### src/rtl/core/bdsr_pkg.sv
// shared types and constants for the bridge adc serial reader
`timescale 1ns / 1ps
`default_nettype none

package bdsr_pkg;

    localparam int SUM_W  = 32;   // running sum of sign-extended conversions
    localparam int TICK_W = 24;   // tick counters and timing registers
    localparam int CNT_W  = 8;    // conversion counts
    localparam int AVG_W  = 24;   // averaged result
    localparam int ACT_W  = 2;
    localparam int IDX_W  = 2;

    // action codes on the input word
    localparam logic [ACT_W-1:0] ACT_TICK  = 2'd0;
    localparam logic [ACT_W-1:0] ACT_START = 2'd1;
    localparam logic [ACT_W-1:0] ACT_RESET = 2'd2;

    // configuration register indexes
    localparam logic [IDX_W-1:0] CFG_TIMEOUT  = 2'd0;
    localparam logic [IDX_W-1:0] CFG_SETTLE   = 2'd1;
    localparam logic [IDX_W-1:0] CFG_RST_HIGH = 2'd2;
    localparam logic [IDX_W-1:0] CFG_RST_LOW  = 2'd3;

    // configuration reset values
    localparam logic [TICK_W-1:0] RST_TIMEOUT  = 24'd100000;
    localparam logic [CNT_W-1:0]  RST_SETTLE   = 8'd3;
    localparam logic [TICK_W-1:0] RST_RST_HIGH = 24'd1000;
    localparam logic [TICK_W-1:0] RST_RST_LOW  = 24'd500000;

    typedef struct packed {
        logic [TICK_W-1:0] timeout;
        logic [CNT_W-1:0]  settle;
        logic [TICK_W-1:0] rst_high;
        logic [TICK_W-1:0] rst_low;
    } t_cfg;

    // what one tick of the sequencer produces
    typedef struct packed {
        logic              clock_pin;
        logic              busy;
        logic              done;
        logic              success;
        logic              div_go;    // average needs the divider
        logic [SUM_W-1:0]  div_sum;
        logic [CNT_W-1:0]  div_cnt;
    } t_tick_res;

endpackage

`default_nettype wire

### src/rtl/core/bdsr_div.sv
// serial restoring divider: signed sum over conversion count, truncating toward zero
`timescale 1ns / 1ps
`default_nettype none

module bdsr_div (
    input  wire logic                         i_clk,
    input  wire logic                         i_rst_n,
    input  wire logic                         i_start,
    input  wire logic [bdsr_pkg::SUM_W-1:0]   i_sum,
    input  wire logic [bdsr_pkg::CNT_W-1:0]   i_divisor,
    output logic                              o_busy,
    output logic                              o_done,
    output logic [bdsr_pkg::AVG_W-1:0]        o_quot
);

    localparam int SUM_W  = bdsr_pkg::SUM_W;
    localparam int CNT_W  = bdsr_pkg::CNT_W;
    localparam int AVG_W  = bdsr_pkg::AVG_W;
    localparam int STEP_W = $clog2(SUM_W);
    localparam logic [STEP_W-1:0] LAST_STEP = STEP_W'(SUM_W - 1);

    typedef enum logic [1:0] {
        D_IDLE,
        D_ABS,
        D_RUN,
        D_DONE
    } t_dstate;

    t_dstate            r_state, n_state;
    logic [SUM_W-1:0]   r_num, n_num;
    logic [CNT_W-1:0]   r_rem, n_rem;
    logic [CNT_W-1:0]   r_div, n_div;
    logic               r_neg, n_neg;
    logic [STEP_W-1:0]  r_step, n_step;

    logic [CNT_W:0]     shifted;
    logic               fits;

    // one quotient bit per cycle
    assign shifted = {r_rem, r_num[SUM_W-1]};
    assign fits    = shifted >= {1'b0, r_div};

    always_comb begin
        n_state = r_state;
        n_num   = r_num;
        n_rem   = r_rem;
        n_div   = r_div;
        n_neg   = r_neg;
        n_step  = r_step;
        unique case (r_state)
            D_IDLE: begin
                if (i_start) begin
                    n_num   = i_sum;
                    n_neg   = i_sum[SUM_W-1];
                    n_div   = i_divisor;
                    n_state = D_ABS;
                end
            end
            D_ABS: begin
                n_num   = r_neg ? (~r_num + SUM_W'(1)) : r_num;
                n_rem   = '0;
                n_step  = '0;
                n_state = D_RUN;
            end
            D_RUN: begin
                n_rem  = fits ? CNT_W'(shifted - {1'b0, r_div}) : shifted[CNT_W-1:0];
                n_num  = {r_num[SUM_W-2:0], fits};
                n_step = r_step + STEP_W'(1);
                if (r_step == LAST_STEP) begin
                    n_state = D_DONE;
                end
            end
            D_DONE: begin
                n_state = D_IDLE;
            end
            default: begin
                n_state = D_IDLE;
            end
        endcase
    end

    always_ff @(posedge i_clk) begin
        if (!i_rst_n) begin
            r_state <= D_IDLE;
            r_step  <= '0;
        end else begin
            r_state <= n_state;
            r_step  <= n_step;
        end
        r_num <= n_num;
        r_rem <= n_rem;
        r_div <= n_div;
        r_neg <= n_neg;
    end

    assign o_busy = (r_state != D_IDLE);
    assign o_done = (r_state == D_DONE);
    assign o_quot = r_neg ? ((~r_num[AVG_W-1:0]) + AVG_W'(1)) : r_num[AVG_W-1:0];

endmodule

`default_nettype wire

### src/rtl/core/bdsr_seq.sv
// tick sequencer: power-down, ready wait, bit clocking and summing
`timescale 1ns / 1ps
`default_nettype none

module bdsr_seq #(
    parameter int ADC_BITS = 24
) (
    input  wire logic                          i_clk,
    input  wire logic                          i_rst_n,
    input  wire logic                          i_step,
    input  wire logic [bdsr_pkg::ACT_W-1:0]    i_action,
    input  wire logic [bdsr_pkg::CNT_W-1:0]    i_sample_count,
    input  wire logic                          i_data_pin,
    input  wire bdsr_pkg::t_cfg                i_cfg,
    output bdsr_pkg::t_tick_res                o_res
);

    localparam int SUM_W  = bdsr_pkg::SUM_W;
    localparam int TICK_W = bdsr_pkg::TICK_W;
    localparam int CNT_W  = bdsr_pkg::CNT_W;
    localparam int BIT_CW = $clog2(ADC_BITS + 1);
    localparam int EXT_W  = SUM_W - ADC_BITS;
    localparam logic [BIT_CW-1:0] LAST_BIT = BIT_CW'(ADC_BITS);

    typedef enum logic [2:0] {
        P_IDLE,
        P_RST_HIGH,
        P_RST_LOW,
        P_WAIT,
        P_BIT_HIGH,
        P_BIT_LOW,
        P_END_HIGH,
        P_END_LOW
    } t_phase;

    t_phase               r_phase, n_phase;
    logic [BIT_CW-1:0]    r_bits, n_bits;
    logic [ADC_BITS-1:0]  r_shift, n_shift;
    logic [SUM_W-1:0]     r_sum, n_sum;
    logic [CNT_W-1:0]     r_good, n_good;
    logic [CNT_W-1:0]     r_wanted, n_wanted;
    logic [CNT_W-1:0]     r_settle, n_settle;
    logic [TICK_W-1:0]    r_wait, n_wait;
    logic                 r_ready, n_ready;
    logic                 r_clk, n_clk;

    logic [TICK_W-1:0]    wait_inc;
    logic [BIT_CW-1:0]    bits_inc;
    logic [CNT_W-1:0]     good_inc;
    logic [CNT_W-1:0]     req_cnt;
    logic [SUM_W-1:0]     raw;
    logic [SUM_W-1:0]     sum_add;
    bdsr_pkg::t_tick_res  res;

    assign wait_inc = r_wait + TICK_W'(1);
    assign bits_inc = r_bits + BIT_CW'(1);
    assign good_inc = r_good + CNT_W'(1);
    assign req_cnt  = (i_sample_count == '0) ? CNT_W'(1) : i_sample_count;
    // sign-extend the finished conversion
    assign raw      = {{EXT_W{r_shift[ADC_BITS-1]}}, r_shift};
    assign sum_add  = r_sum + raw;

    always_comb begin
        n_phase  = r_phase;
        n_bits   = r_bits;
        n_shift  = r_shift;
        n_sum    = r_sum;
        n_good   = r_good;
        n_wanted = r_wanted;
        n_settle = r_settle;
        n_wait   = r_wait;
        n_ready  = r_ready;
        n_clk    = r_clk;
        res      = '0;
        unique case (r_phase)
            P_IDLE: begin
                case (i_action)
                    bdsr_pkg::ACT_START: begin
                        if (!r_ready) begin
                            n_wanted = req_cnt;
                            n_good   = '0;
                            n_sum    = '0;
                            n_settle = '0;
                            n_clk    = 1'b1;
                            n_wait   = TICK_W'(1);
                            n_phase  = P_RST_HIGH;
                        end else begin
                            n_wanted = req_cnt;
                            n_good   = '0;
                            n_sum    = '0;
                            n_clk    = 1'b0;
                            n_wait   = '0;
                            n_bits   = '0;
                            n_shift  = '0;
                            n_phase  = P_WAIT;
                        end
                    end
                    bdsr_pkg::ACT_RESET: begin
                        n_ready  = 1'b0;
                        n_wanted = '0;
                        n_good   = '0;
                        n_sum    = '0;
                        n_settle = '0;
                        n_clk    = 1'b1;
                        n_wait   = TICK_W'(1);
                        n_phase  = P_RST_HIGH;
                    end
                    default: ;
                endcase
            end
            P_RST_HIGH: begin
                if (r_wait >= i_cfg.rst_high) begin
                    n_clk   = 1'b0;
                    n_wait  = '0;
                    n_phase = P_RST_LOW;
                end else begin
                    n_wait = wait_inc;
                end
            end
            P_RST_LOW: begin
                if (r_wait >= i_cfg.rst_low) begin
                    if (r_wanted == '0) begin
                        // forced reset finished
                        n_phase     = P_IDLE;
                        n_clk       = 1'b0;
                        res.done    = 1'b1;
                        res.success = 1'b1;
                    end else begin
                        n_settle = i_cfg.settle;
                        if (i_cfg.settle == '0) begin
                            n_ready = 1'b1;
                        end
                        n_clk   = 1'b0;
                        n_wait  = '0;
                        n_bits  = '0;
                        n_shift = '0;
                        n_phase = P_WAIT;
                    end
                end else begin
                    n_wait = wait_inc;
                end
            end
            P_WAIT: begin
                if (!i_data_pin) begin
                    n_clk   = 1'b1;
                    n_phase = P_BIT_HIGH;
                end else begin
                    n_wait = wait_inc;
                    if (wait_inc >= i_cfg.timeout) begin
                        n_phase = P_IDLE;
                        n_clk   = 1'b0;
                        if (!r_ready || (r_good == '0)) begin
                            n_ready  = 1'b0;
                            res.done = 1'b1;
                        end else begin
                            res.div_go  = 1'b1;
                            res.div_sum = r_sum;
                            res.div_cnt = r_good;
                        end
                    end
                end
            end
            P_BIT_HIGH: begin
                n_clk   = 1'b0;
                n_phase = P_BIT_LOW;
            end
            P_BIT_LOW: begin
                n_shift = {r_shift[ADC_BITS-2:0], i_data_pin};
                n_bits  = bits_inc;
                n_clk   = 1'b1;
                n_phase = (bits_inc >= LAST_BIT) ? P_END_HIGH : P_BIT_HIGH;
            end
            P_END_HIGH: begin
                n_clk   = 1'b0;
                n_phase = P_END_LOW;
            end
            P_END_LOW: begin
                if (!r_ready) begin
                    // settle conversion, thrown away
                    if (r_settle != '0) begin
                        n_settle = r_settle - CNT_W'(1);
                    end
                    if (r_settle <= CNT_W'(1)) begin
                        n_ready = 1'b1;
                    end
                    n_clk   = 1'b0;
                    n_wait  = '0;
                    n_bits  = '0;
                    n_shift = '0;
                    n_phase = P_WAIT;
                end else begin
                    n_sum  = sum_add;
                    n_good = good_inc;
                    if (good_inc >= r_wanted) begin
                        n_phase     = P_IDLE;
                        n_clk       = 1'b0;
                        res.div_go  = 1'b1;
                        res.div_sum = sum_add;
                        res.div_cnt = good_inc;
                    end else begin
                        n_clk   = 1'b0;
                        n_wait  = '0;
                        n_bits  = '0;
                        n_shift = '0;
                        n_phase = P_WAIT;
                    end
                end
            end
            default: begin
                n_phase = P_IDLE;
                n_clk   = 1'b0;
            end
        endcase
        res.clock_pin = n_clk;
        res.busy      = (n_phase != P_IDLE);
    end

    always_ff @(posedge i_clk) begin
        if (!i_rst_n) begin
            r_phase  <= P_IDLE;
            r_bits   <= '0;
            r_shift  <= '0;
            r_sum    <= '0;
            r_good   <= '0;
            r_wanted <= '0;
            r_settle <= '0;
            r_wait   <= '0;
            r_ready  <= 1'b0;
            r_clk    <= 1'b0;
        end else if (i_step) begin
            r_phase  <= n_phase;
            r_bits   <= n_bits;
            r_shift  <= n_shift;
            r_sum    <= n_sum;
            r_good   <= n_good;
            r_wanted <= n_wanted;
            r_settle <= n_settle;
            r_wait   <= n_wait;
            r_ready  <= n_ready;
            r_clk    <= n_clk;
        end
    end

    assign o_res = res;

endmodule

`default_nettype wire

### src/rtl/core/bridge_adc_serial_reader_avg.sv
// top level of the tick-driven bridge adc reader with averaging
`timescale 1ns / 1ps
`default_nettype none

// Reads a two-wire 24-bit bridge converter one half-bit tick at a time. Each
// input word is one tick (action, sample count, data pin level) and gives
// exactly one output word with the serial clock level to drive for that tick,
// busy, and on the completing tick done, success and the signed average. A
// start command runs the power-down and settle sequence first if the
// converter is not initialised, then averages the requested conversions
// (count 0 means 1). For an ordinary tick the word is accepted and its result
// sits in the output register at the next edge. The tick that completes an
// averaged read hands the sum to a shared restoring divider that retires one
// quotient bit per cycle, and o_stall stays high until that result is in the
// output register. A new word is taken while the previous result is still
// waiting, as long as that result is being taken in the same cycle. The user
// must write the configuration registers through the plain write port only
// while the block is idle; the block itself does not enforce this.
module bridge_adc_serial_reader_avg #(
    parameter int ADC_BITS = 24
) (
    input  wire logic                               i_clk,
    input  wire logic                               i_rst_n,
    // configuration write port
    input  wire logic                               i_cfg_we,
    input  wire logic [bdsr_pkg::IDX_W-1:0]         i_cfg_idx,
    input  wire logic [bdsr_pkg::TICK_W-1:0]        i_cfg_data,
    // tick words in
    input  wire logic                               i_valid,
    output logic                                    o_stall,
    input  wire logic [bdsr_pkg::ACT_W-1:0]         i_action,
    input  wire logic [bdsr_pkg::CNT_W-1:0]         i_sample_count,
    input  wire logic                               i_data_pin,
    // result words out
    output logic                                    o_valid,
    input  wire logic                               i_stall,
    output logic                                    o_clock_pin,
    output logic                                    o_busy_res,
    output logic                                    o_done_res,
    output logic                                    o_success,
    output logic signed [bdsr_pkg::AVG_W-1:0]       o_average
);

    localparam int AVG_W = bdsr_pkg::AVG_W;
    localparam int CNT_W = bdsr_pkg::CNT_W;

    bdsr_pkg::t_cfg       r_cfg;
    bdsr_pkg::t_tick_res  tick_res;

    logic                 accept;
    logic                 div_start;
    logic                 div_busy;
    logic                 div_done;
    logic [AVG_W-1:0]     div_quot;

    // output register
    logic                 r_out_valid;
    logic                 r_clock_pin;
    logic                 r_busy_res;
    logic                 r_done_res;
    logic                 r_success;
    logic [AVG_W-1:0]     r_average;

    // hold off new ticks while the divider runs or the result is blocked
    assign o_stall   = div_busy | (r_out_valid & i_stall);
    assign accept    = i_valid & ~o_stall;
    assign div_start = accept & tick_res.div_go;

    // configuration registers
    always_ff @(posedge i_clk) begin
        if (!i_rst_n) begin
            r_cfg.timeout  <= bdsr_pkg::RST_TIMEOUT;
            r_cfg.settle   <= bdsr_pkg::RST_SETTLE;
            r_cfg.rst_high <= bdsr_pkg::RST_RST_HIGH;
            r_cfg.rst_low  <= bdsr_pkg::RST_RST_LOW;
        end else if (i_cfg_we) begin
            unique case (i_cfg_idx)
                bdsr_pkg::CFG_TIMEOUT:  r_cfg.timeout  <= i_cfg_data;
                bdsr_pkg::CFG_SETTLE:   r_cfg.settle   <= i_cfg_data[CNT_W-1:0];
                bdsr_pkg::CFG_RST_HIGH: r_cfg.rst_high <= i_cfg_data;
                bdsr_pkg::CFG_RST_LOW:  r_cfg.rst_low  <= i_cfg_data;
                default: ;
            endcase
        end
    end

    // per-tick sequencer, steps once per accepted word
    bdsr_seq #(
        .ADC_BITS (ADC_BITS)
    ) u_seq (
        .i_clk          (i_clk),
        .i_rst_n        (i_rst_n),
        .i_step         (accept),
        .i_action       (i_action),
        .i_sample_count (i_sample_count),
        .i_data_pin     (i_data_pin),
        .i_cfg          (r_cfg),
        .o_res          (tick_res)
    );

    // shared divider for the final average
    bdsr_div u_div (
        .i_clk     (i_clk),
        .i_rst_n   (i_rst_n),
        .i_start   (div_start),
        .i_sum     (tick_res.div_sum),
        .i_divisor (tick_res.div_cnt),
        .o_busy    (div_busy),
        .o_done    (div_done),
        .o_quot    (div_quot)
    );

    // result word: straight from the tick, or from the divider when it ends
    always_ff @(posedge i_clk) begin
        if (!i_rst_n) begin
            r_out_valid <= 1'b0;
        end else if ((accept && !tick_res.div_go) || div_done) begin
            r_out_valid <= 1'b1;
        end else if (r_out_valid && !i_stall) begin
            r_out_valid <= 1'b0;
        end

        if (accept && !tick_res.div_go) begin
            r_clock_pin <= tick_res.clock_pin;
            r_busy_res  <= tick_res.busy;
            r_done_res  <= tick_res.done;
            r_success   <= tick_res.success;
            r_average   <= '0;
        end else if (div_done) begin
            // averaged read complete: clock low, idle
            r_clock_pin <= 1'b0;
            r_busy_res  <= 1'b0;
            r_done_res  <= 1'b1;
            r_success   <= 1'b1;
            r_average   <= div_quot;
        end
    end

    assign o_valid     = r_out_valid;
    assign o_clock_pin = r_clock_pin;
    assign o_busy_res  = r_busy_res;
    assign o_done_res  = r_done_res;
    assign o_success   = r_success;
    assign o_average   = $signed(r_average);

endmodule

`default_nettype wire

### config.mk
export PLATFORM = sky130hd
export DESIGN_NAME = bridge_adc_serial_reader_avg
export DESIGN_NICKNAME = d
export VERILOG_FILES = /design/src/rtl/core/bdsr_pkg.sv /design/src/rtl/core/bdsr_div.sv /design/src/rtl/core/bdsr_seq.sv /design/src/rtl/core/bridge_adc_serial_reader_avg.sv
export SDC_FILE = /design/constraint.sdc
export NUM_CORES = 1
export LEC_CHECK = 0
export BUFFER_PORTS_ARGS = -buffer_cell sky130_fd_sc_hd__buf_4
export CAP_MARGIN = 20
export CELL_PAD_IN_SITES_DETAIL_PLACEMENT = 0
export CELL_PAD_IN_SITES_GLOBAL_PLACEMENT = 1
export CORE_UTILIZATION = 48
export DETAILED_ROUTE_END_ITERATION = 10
export PLACE_DENSITY = 0.83
export SLEW_MARGIN = 25
export SYNTH_ARGS = -nofsm -noshare
export SYNTH_HDL_FRONTEND = slang
export SYNTH_SLANG_ARGS = --single-unit
### constraint.sdc
create_clock -name i_clk -period 6.9 [get_ports i_clk]
set_input_delay 2.07 -clock i_clk [delete_from_list [all_inputs] [get_ports i_clk]]
set_output_delay 2.07 -clock i_clk [all_outputs]
set_load 0.01 [all_outputs]
==> results of run 1 <==
[power by group through the flow]
stage	Sequential (W)	Combinational, W	Clock [W]
final	0.00171	0.000281	0.00188
after global routing	0.00171	0.000314	0.00197
after CTS	0.00171	0.000279	0.00192
after detailed placement	0.00175	0.000278	0
after global placement	0.00175	0.000274	0
after floorplan	0.00174	0.000193	0
[Yosys cell counts (all sizes together), types with 10 or more instances]
master,count
nor2,131
o21ai,98
ha,135
dfxtp,226
nand3,74
xnor2,48
mux2i,14
or3,13
or2,10
a211oi,44
a21oi,196
a22o,21
clkbuf,97
and3,17
a32o,20
nand2,333
a21o,34
buf,13
xor2,57
edfxtp,53
nor2b,13
nand2b,21
nand4,19
a22oi,30
a31oi,14
nor3,37
inv,123
o211ai,26
[metrics by stage]
stage / total power [W] / instances / utilization (%) / cell area (sq um)
final: 0.00387 / 2541 / 54.6 / 18800
after detailed placement: 0.00202 / 2479 / 51.0 / 17600
after floorplan: 0.00193 / 2049 / - / 16800
after global routing: 0.00400 / 2541 / 54.6 / 18800
after CTS: 0.00391 / 2540 / 54.5 / 18800
after global placement: 0.00202 / 2479 / 51.0 / 17600
[state kept, by name (all words and copies together), names as in the netlist, 2 cells and up]
register and count:
u_div.r_step 5, u_div.r_state 2, u_seq.r_wait 24, o_average 24
u_seq.r_wanted 8, u_seq.r_sum 32, u_seq.r_shift 24, u_div.r_div 8
u_div.r_num 32, r_cfg 80, u_seq.r_settle 8, u_seq.r_good 8
u_seq.r_phase 3, u_seq.r_bits 5, u_div.r_rem 8
[final timing paths]
check                  start              end  slack (ps)  cells past startpoint
min reg2reg        r_cfg[40]        r_cfg[40]         450                      2
max          u_seq.r_wait[2]  u_div.r_num[26]        2130                     14
min                r_cfg[40]        r_cfg[40]         450                      2
max reg2reg  u_seq.r_wait[2]  u_div.r_num[26]        2130                     14
[cells by family (layout without fill, tap and decap cells)]
| kind of cell | count (synthesis) | after routing |
|---|---|---|
| buffers and inverters | 233 | 270 |
| DFF | 279 | 279 |
| and+or+nand+nor | 720 | 720 |
| xor gates and xnor gates | 106 | 106 |
| adders and majority gates | 137 | 137 |
| muxes | 15 | 15 |
| AOI/OAI and AO/OA | 559 | 559 |
[worst max-delay path: stages, from the launching register on]
cell and delay, ps:
dfxtp_1 460, nand3_1 140, nor2_1 350, nand2_1 120, or2_2 350, nor2_1 250, nand4_1 200, xnor2_1 170
ha_1 300, nand4_1 120, a211oi_1 360, o21ba_2 650, o21ai_0 340, a21oi_2 200, buf_4 370
[final cells by class]
type	instances	area [sq um]
clock buffer	45	997
clock inverter	16	186
fill	3285	15700
inverter	123	464
multi-input combinational	1537	9830
sequential	279	6120
tap	455	569
timing repair buffer	86	649
[metal layers]
layer	share of wire, %	wire [microns]	vias to the layer above
li1	-	-	7317
met1	47	19800	6646
met2	46	19500	347
met3	4.9	2090	69
met4	2.2	944	0
met5	0	0	-
==> impl_metrics.toml, run 1 <==
[power]
p_leak_nw = 7.62
p_int_w = 0.00295
sw_frac_of_total_pct = 23.8
pwr-share-seq_pct = 44.2
p_switching_w = 0.000920
peakVddDrop_v = 0.000194
clkPwrFrac_pct = 48.5
pwr-share-comb_pct = 7.3
power_density_nw_per_um2 = 206

[timing]
finalSetupViolCount = 0
worstMarginPinSlew_ps = 1040
fmax_mhz = 210
setup_tns_ps = 0
setup_slack_ps = 2130
rsz0062_at_grt = "no"
slew_headroom_pct = 30.7
slew_viol_final = 0
finalCritPeriodShare_pct = 69.1
finalHoldViolations = 0
whs_ps = 454
fin_crit_ps = 4770
fin_worst_skew_ps = 19.1

[global_routing]
grt_pass1_wl_microns = 69900
grt_pass1_vias = 13700
grtUsageMet3_pct = 3.07
antenna_found_initial = 0
use_met2_pct = 40.0
use_met1_pct = 32.0
grt_max_degree = 81
grt_overflow_total = 0
grt_use_total_pct = 23.8
top_usage_layer = "met2"

[yosys]
synth_top_family_by_area = "compound AO/OA/AOI/OAI gates"
synth_area_sq_um = 16800
synth_xor_area_share_pct = 5.62
synth_seq_cells = 279
synth-simple-area-share_pct = 19.8
yosys-mux-area-fraction_pct = 0.904
synthTopCellsByArea = "dfxtp_1, ha_1, edfxtp_1"
ys.flop_type = "dfxtp_1"
yosys_warnings = 0
synth_cells = 2049
synth_compound_area_share_pct = 21.6
synth_nets = 2228
synth_cell_types = 79
synth_edf_count = 53
async_reset_ff_share_pct = 0
synth-seq-area-share_pct = 36.5
yosys.area.top_type_share_pct = 27.0
avgSynthCellArea_sq_um = 8.18
yosysTopAreaCell = "dfxtp_1"
synth_adder_area_share_pct = 10.3

[cts]
clock_path_buffers = 3
clkLatencyLatePin_ps = 520
cts_tree = "done"
cts_setup_buffers = 0
post_cts_resize_count = 0
cts_made_buffers = 34
path_clk_slew_ps = 60
clock_sinks = 279
cts.htree.levels = 2
postCtsHoldBufs = 0
clockRootBuffer = "clkbuf_16"

[floorplanning]
fp-row-count = 68
coreArea_sq_um = 34500
ios = 72
fp.dieW_microns = 189
dieHeight_microns = 189
dieArea_sq_um = 35700
start_util_pct = 48.6

[layout]
drive_gt1_share_pct = 8.82
antenna_cells = 0
areaGrowthSynthToFinish_pct = 12.3
fin_nets = 2240
final_cell_mix = "nand2_1, dfxtp_1, a21oi_1"
layout_commonest_cell = "nand2_1"

[detailed_routing]
first_pass_iters = 5
drtIter0Drc = 891
drc = 0
ant_nets = 0
avgViaCountPerCell = 5.66
wl_microns = 42300
vias = 14400
wl_per_cell_microns = 16.7

[setup_path]
required_ps = 7060
worstPathMaxFanout = 32
start_kind = "flop"
worst_setup_path_end_kind = "flop"
crit_type = "flop to flop"
worstPathArrival_ps = 4930

[outcome]
outcome = "complete, no violations"

[placed_design]
dp_slack_ps = 2050
gp_congestion = 0.887
portBuffers = 71
dp_hpwl_microns = 30700

[hold_path]
hp-class = "flop to flop"

[flow_run]
drv_cap = 0
(Power assumes the default switching activity.)
==> inputs of run 2 (changes only) <==
clock period = 4.7 ns   (was 6.9 ns; I/O delays follow)
==> run 2 against run 1 <==
  * Die area did not move
  * Critical path depth rose by 1
  * Core utilization about the same
  * Setup slack got worse by 1700 ps
  * Critical path type unchanged
==> impl_metrics.toml, run 2 (same netlist as run 1, synthesis figures left out) <==
[layout]
top_register = "r_cfg"
nFillCells = 3276
final_cell_mix = "nand2_1, dfxtp_1, a21oi_1"
largest_reg_flops = 80
antenna_cells = 0
fin_nets = 2258
reg_top3 = "r_cfg x80, u_div.r_num x32, u_seq.r_sum x32"
layout_commonest_cell = "nand2_1"
fin_cells = 2558
areaGrowthSynthToFinish_pct = 12.2
drive_gt1_share_pct = 9.13

[setup_path]
worstPathMaxFanout = 10
crit_chain = "and3_1, and3_1, nand3_1, or2_2, nor2_1, nand2_1, xnor2_1, ha_1, a21o_1, a21o_1, a21oi_1, o21ai_0, o21ba_2, o21ai_0, inv_1"
crit_type = "flop to flop"
path_delay_family = "compound AO/OA/AOI/OAI gates"
worstPathArrival_ps = 4470
rrSetupSlack_ps = 430
required_ps = 4900
slowest_stage = "o21ai_0"
path_buf_inv = 1
ff2ff_path_depth = 15
worst_setup_path_end_kind = "flop"
critical_path_cell_count = 15
start_kind = "flop"
max_stage_delay_ps = 480

[timing]
slew_headroom_pct = 36.0
finalCritPeriodShare_pct = 90.8
whs_ps = 452
fin_crit_ps = 4270
worstMarginPinSlew_ps = 960
fmax_mhz = 234
slew_viol_final = 0
finalSetupViolCount = 0
rsz0062_at_grt = "no"
setup_tns_ps = 0
fin_worst_skew_ps = 20.5
setup_slack_ps = 434
finalHoldViolations = 0

[floorplanning]
dieArea_sq_um = 35700
fp-row-count = 68
fp.dieW_microns = 189
ios = 72
dieHeight_microns = 189
coreArea_sq_um = 34500
start_util_pct = 48.6

[outcome]
outcome = "complete, no violations"

[global_routing]
grt_max_degree = 66
grt_use_total_pct = 23.9
antenna_found_initial = 0
grt_pass1_vias = 13900
grt_pass1_wl_microns = 70400
grt_overflow_total = 0

[placed_design]
gp_congestion = 0.889
dp_hpwl_microns = 31100
dp_cells = 2498
dp_slack_ps = 464
portBuffers = 71

[cts]
cts_tree = "done"
cts.htree.levels = 2
clock_sinks = 279
cts_setup_buffers = 0
path_clk_slew_ps = 60
postCtsHoldBufs = 0
clkLatencyLatePin_ps = 520
post_cts_resize_count = 0
clockRootBuffer = "clkbuf_16"
clock_path_buffers = 3
cts_made_buffers = 34

[flow_run]
drv_cap = 0

[detailed_routing]
drtIter0Drc = 871
wl_microns = 42600
wl_per_cell_microns = 16.6
ant_nets = 0
first_pass_iters = 5
avgViaCountPerCell = 5.67
vias = 14500
drc = 0

[hold_path]
min_path_cells = 2
hp-class = "flop to flop"

[power]
power_density_nw_per_um2 = 288
p_leak_nw = 7.62
peakVddDrop_v = 0.000270
## run 2: changes by cell type in the layout (fill, tap and decap cells not counted), sizes merged
cell,before,now
inv,123,124
buf,86,104
clkinvlp,3,2
clkbuf,45,49
bufinv,4,0
clkinv,9,8
## run 2: worst reg2reg max path, cell delays in order, from the launching register on
cell     delay (ps)
dfxtp_1         460
and3_1          210
and3_1          200
nand3_1         140
or2_2           340
nor2_1          250
nand2_1         150
xnor2_1         160
ha_1            300
a21o_1          190
a21o_1          170
a21oi_1         120
o21ai_0         140
o21ba_2         330
o21ai_0         480
inv_1           310
## run 2: per-stage QoR
| stage | power [W] | util, % | area [sq um] |
|---|---|---|---|
| 2_1_floorplan | 0.00283 | - | 16800 |
| 5_1_grt | 0.00563 | 54.6 | 18800 |
| 3_5_place_dp | 0.00298 | 51.5 | 17700 |
| 4_1_cts | 0.00547 | 54.5 | 18800 |
| 6_report | 0.00541 | 54.6 | 18800 |
| 3_3_place_gp | 0.00297 | 51.5 | 17700 |
## run 2: final timing paths
| kind | start | end |
|---|---|---|
| worst min register to register | r_cfg[9] | r_cfg[9] |
| worst max-delay path | u_seq.r_wait[6] | u_div.r_div[6] |
| worst min-delay path | r_cfg[9] | r_cfg[9] |
| worst max register to register | u_seq.r_wait[6] | u_div.r_div[6] |
## run 2: final cells by class
type	instances	area [sq um]	share of cell area, %
Timing Repair Buffer	104	793	4.22
Inverter	123	464	2.47
Clock inverter	11	61.3	0.326
Multi-Input combinational cell	1537	9800	52.2
Sequential cell	279	6120	32.5
Clock buffer	49	990	5.26
Tap cell	455	569	3.03
## run 2: per-layer routing
layer  track usage [%]  vias to the layer above  wire length (microns)
li1                  -                     7361                      -
met1              32.0                     6765                  19900
met2              40.4                      313                  20000
met3              3.28                       66                   1820
met4              6.36                        0                    881
met5                 0                        -                      0
## run 2: power breakdown
group | internal, W | total [W] | switching, W
Sequential | 0.00248 | 0.00251 | 0.0000373
Combinational | 0.000145 | 0.000424 | 0.000279
Clock | 0.00146 | 0.00248 | 0.00101
Total | 0.00409 | 0.00541 | 0.00133
==> inputs of run 3 (changes only) <==
CORE_UTILIZATION = 51   (was 48)
PLACE_DENSITY = 0.88   (was 0.83)
clock period = 5.15 ns   (was 4.7 ns; I/O delays follow)
==> run 3 against run 2 <==
  * Register-to-register slack improved by 480 ps
  * Wire length down 1.4%
  * Sequential share of layout area decreased by 0.093 points
  * Highest routed layer unchanged
  * Critical path type unchanged
  * Largest power group is now the clock network
  * Critical path depth grew 2
  * Final cell count down 0.63%
==> impl_metrics.toml, run 3 (same netlist as run 1, synthesis figures left out) <==
[setup_path]
start_kind = "flop"
required_ps = 5500
r2r-start = "u_seq.r_wait[6]"
ff2ff_path_depth = 17
worstPathArrival_ps = 4590
worstPathMaxFanout = 24
r2r_end = "o_average[22]"
worst_setup_path_end_kind = "flop"
rrSetupSlack_ps = 920
crit_type = "flop to flop"

[cts]
clockRootBuffer = "clkbuf_16"
cts.htree.levels = 2
cts_setup_buffers = 0
clkLatencyLatePin_ps = 510
post_cts_resize_count = 0
clock_sinks = 279
postCtsHoldBufs = 0
cts_tree = "done"
cts_made_buffers = 34
clock_path_buffers = 3
path_clk_slew_ps = 60

[detailed_routing]
ant_nets = 0
drtIter0Drc = 835
vias = 14500
wl_per_cell_microns = 16.5
avgViaCountPerCell = 5.71
wl_microns = 42000
drc = 0
first_pass_iters = 5

[hold_path]
hp-class = "flop to flop"
hold_start = "r_cfg[2]"
min_to = "r_cfg[2]"
min_path_cells = 2

[layout]
fin_nets = 2255
top_register = "r_cfg"
reg_top3 = "r_cfg x80, u_div.r_num x32, u_seq.r_sum x32"
layout_commonest_cell = "nand2_1"
drive_gt1_share_pct = 9.05
areaGrowthSynthToFinish_pct = 12.5
antenna_cells = 0
final_cell_mix = "nand2_1, dfxtp_1, a21oi_1"
largest_reg_flops = 80

[floorplanning]
fp-row-count = 66
dieHeight_microns = 183
ios = 72
fp.dieW_microns = 183
start_util_pct = 51.6
dieArea_sq_um = 33600
coreArea_sq_um = 32500

[power]
peakVddDrop_v = 0.000263
p_leak_nw = 7.67
power_density_nw_per_um2 = 272

[placed_design]
gp_congestion = 0.910
dp_hpwl_microns = 30600
portBuffers = 71

[timing]
fmax_mhz = 236
fin_crit_ps = 4230
finalSetupViolCount = 0
setup_tns_ps = 0
slew_viol_final = 0
fin_worst_skew_ps = 23.1
finalHoldViolations = 0
finalCritPeriodShare_pct = 82.2
worstMarginPinSlew_ps = 999
rsz0062_at_grt = "no"
whs_ps = 455
slew_headroom_pct = 33.2

[global_routing]
grt_overflow_total = 0
antenna_found_initial = 0
grt_pass1_wl_microns = 69200
grt_max_degree = 49
grt_use_total_pct = 25.1
grt_pass1_vias = 13800

[flow_run]
drv_cap = 0

[outcome]
outcome = "complete, no violations"
[run 3: changes by cell type in the layout (fill, tap and decap cells not counted), moves of 2 or more]
cell       before  now
buf_4         103  101
clkbuf_1        9    7
bufinv_16       0    4
clkinv_2        6    2
[run 3: worst max path at each step]
stage,from,end
global route,u_seq.r_wait[2],o_average[18]
floorplan,u_seq.r_wait[1],u_div.r_num[0]
detailed placement,u_seq.r_wait[1],u_div.r_num[21]
CTS,u_seq.r_wait[2],u_div.r_num[21]
finish,u_seq.r_wait[6],o_average[22]
global placement,u_seq.r_wait[2],u_div.r_num[29]
[run 3: layout make-up]
class / count / area, sq um
tap: 442 / 553
timing repair buffer: 101 / 758
fill: 2959 / 13600
clock inverter: 13 / 178
multi-input combinational: 1537 / 9810
sequential: 279 / 6120
clock buffer: 47 / 971
inverter: 123 / 464
[run 3: where the power goes]
| part | switching, W | internal (W) | total (W) |
|---|---|---|---|
| combinational | 0.000252 | 0.000133 | 0.000385 |
| sequential | 0.0000339 | 0.00226 | 0.00229 |
| clock | 0.000936 | 0.00152 | 0.00246 |
[run 3: worst max-delay path, cell delays in order (launching register included)]
cell      delay (ps)
dfxtp_1          450
and3_1           210
and3_1           200
nand3_1          130
or2_2            340
nor2_1           260
nand2_1          170
xnor2_1          160
ha_1             310
a21o_1           180
a21o_1           170
a21oi_1          120
o21ai_0          140
o21ba_2          270
buf_4            230
nor3_4           310
buf_4            320
a211oi_1          80
[run 3: metal layers]
layer	routed length (microns)	global-route usage [%]
met1	19300	32.7
met2	19800	43.9
met3	1970	2.92
met4	838	6.47
met5	0	0
[run 3: through the flow]
| stage | instance area [sq um] | std cells | power (W) | utilization, % | setup slack, ps |
|---|---|---|---|---|---|
| floorplan | 16800 | 2049 | 0.00258 | - | 217 |
| global placement | 17700 | 2482 | 0.00271 | 54.5 | 1000 |
| detailed placement | 17700 | 2482 | 0.00272 | 54.5 | 817 |
| CTS | 18800 | 2542 | 0.00517 | 58.0 | 721 |
| global route | 18900 | 2542 | 0.00531 | 58.1 | 563 |
| finish | 18900 | 2542 | 0.00514 | 58.1 | 918 |
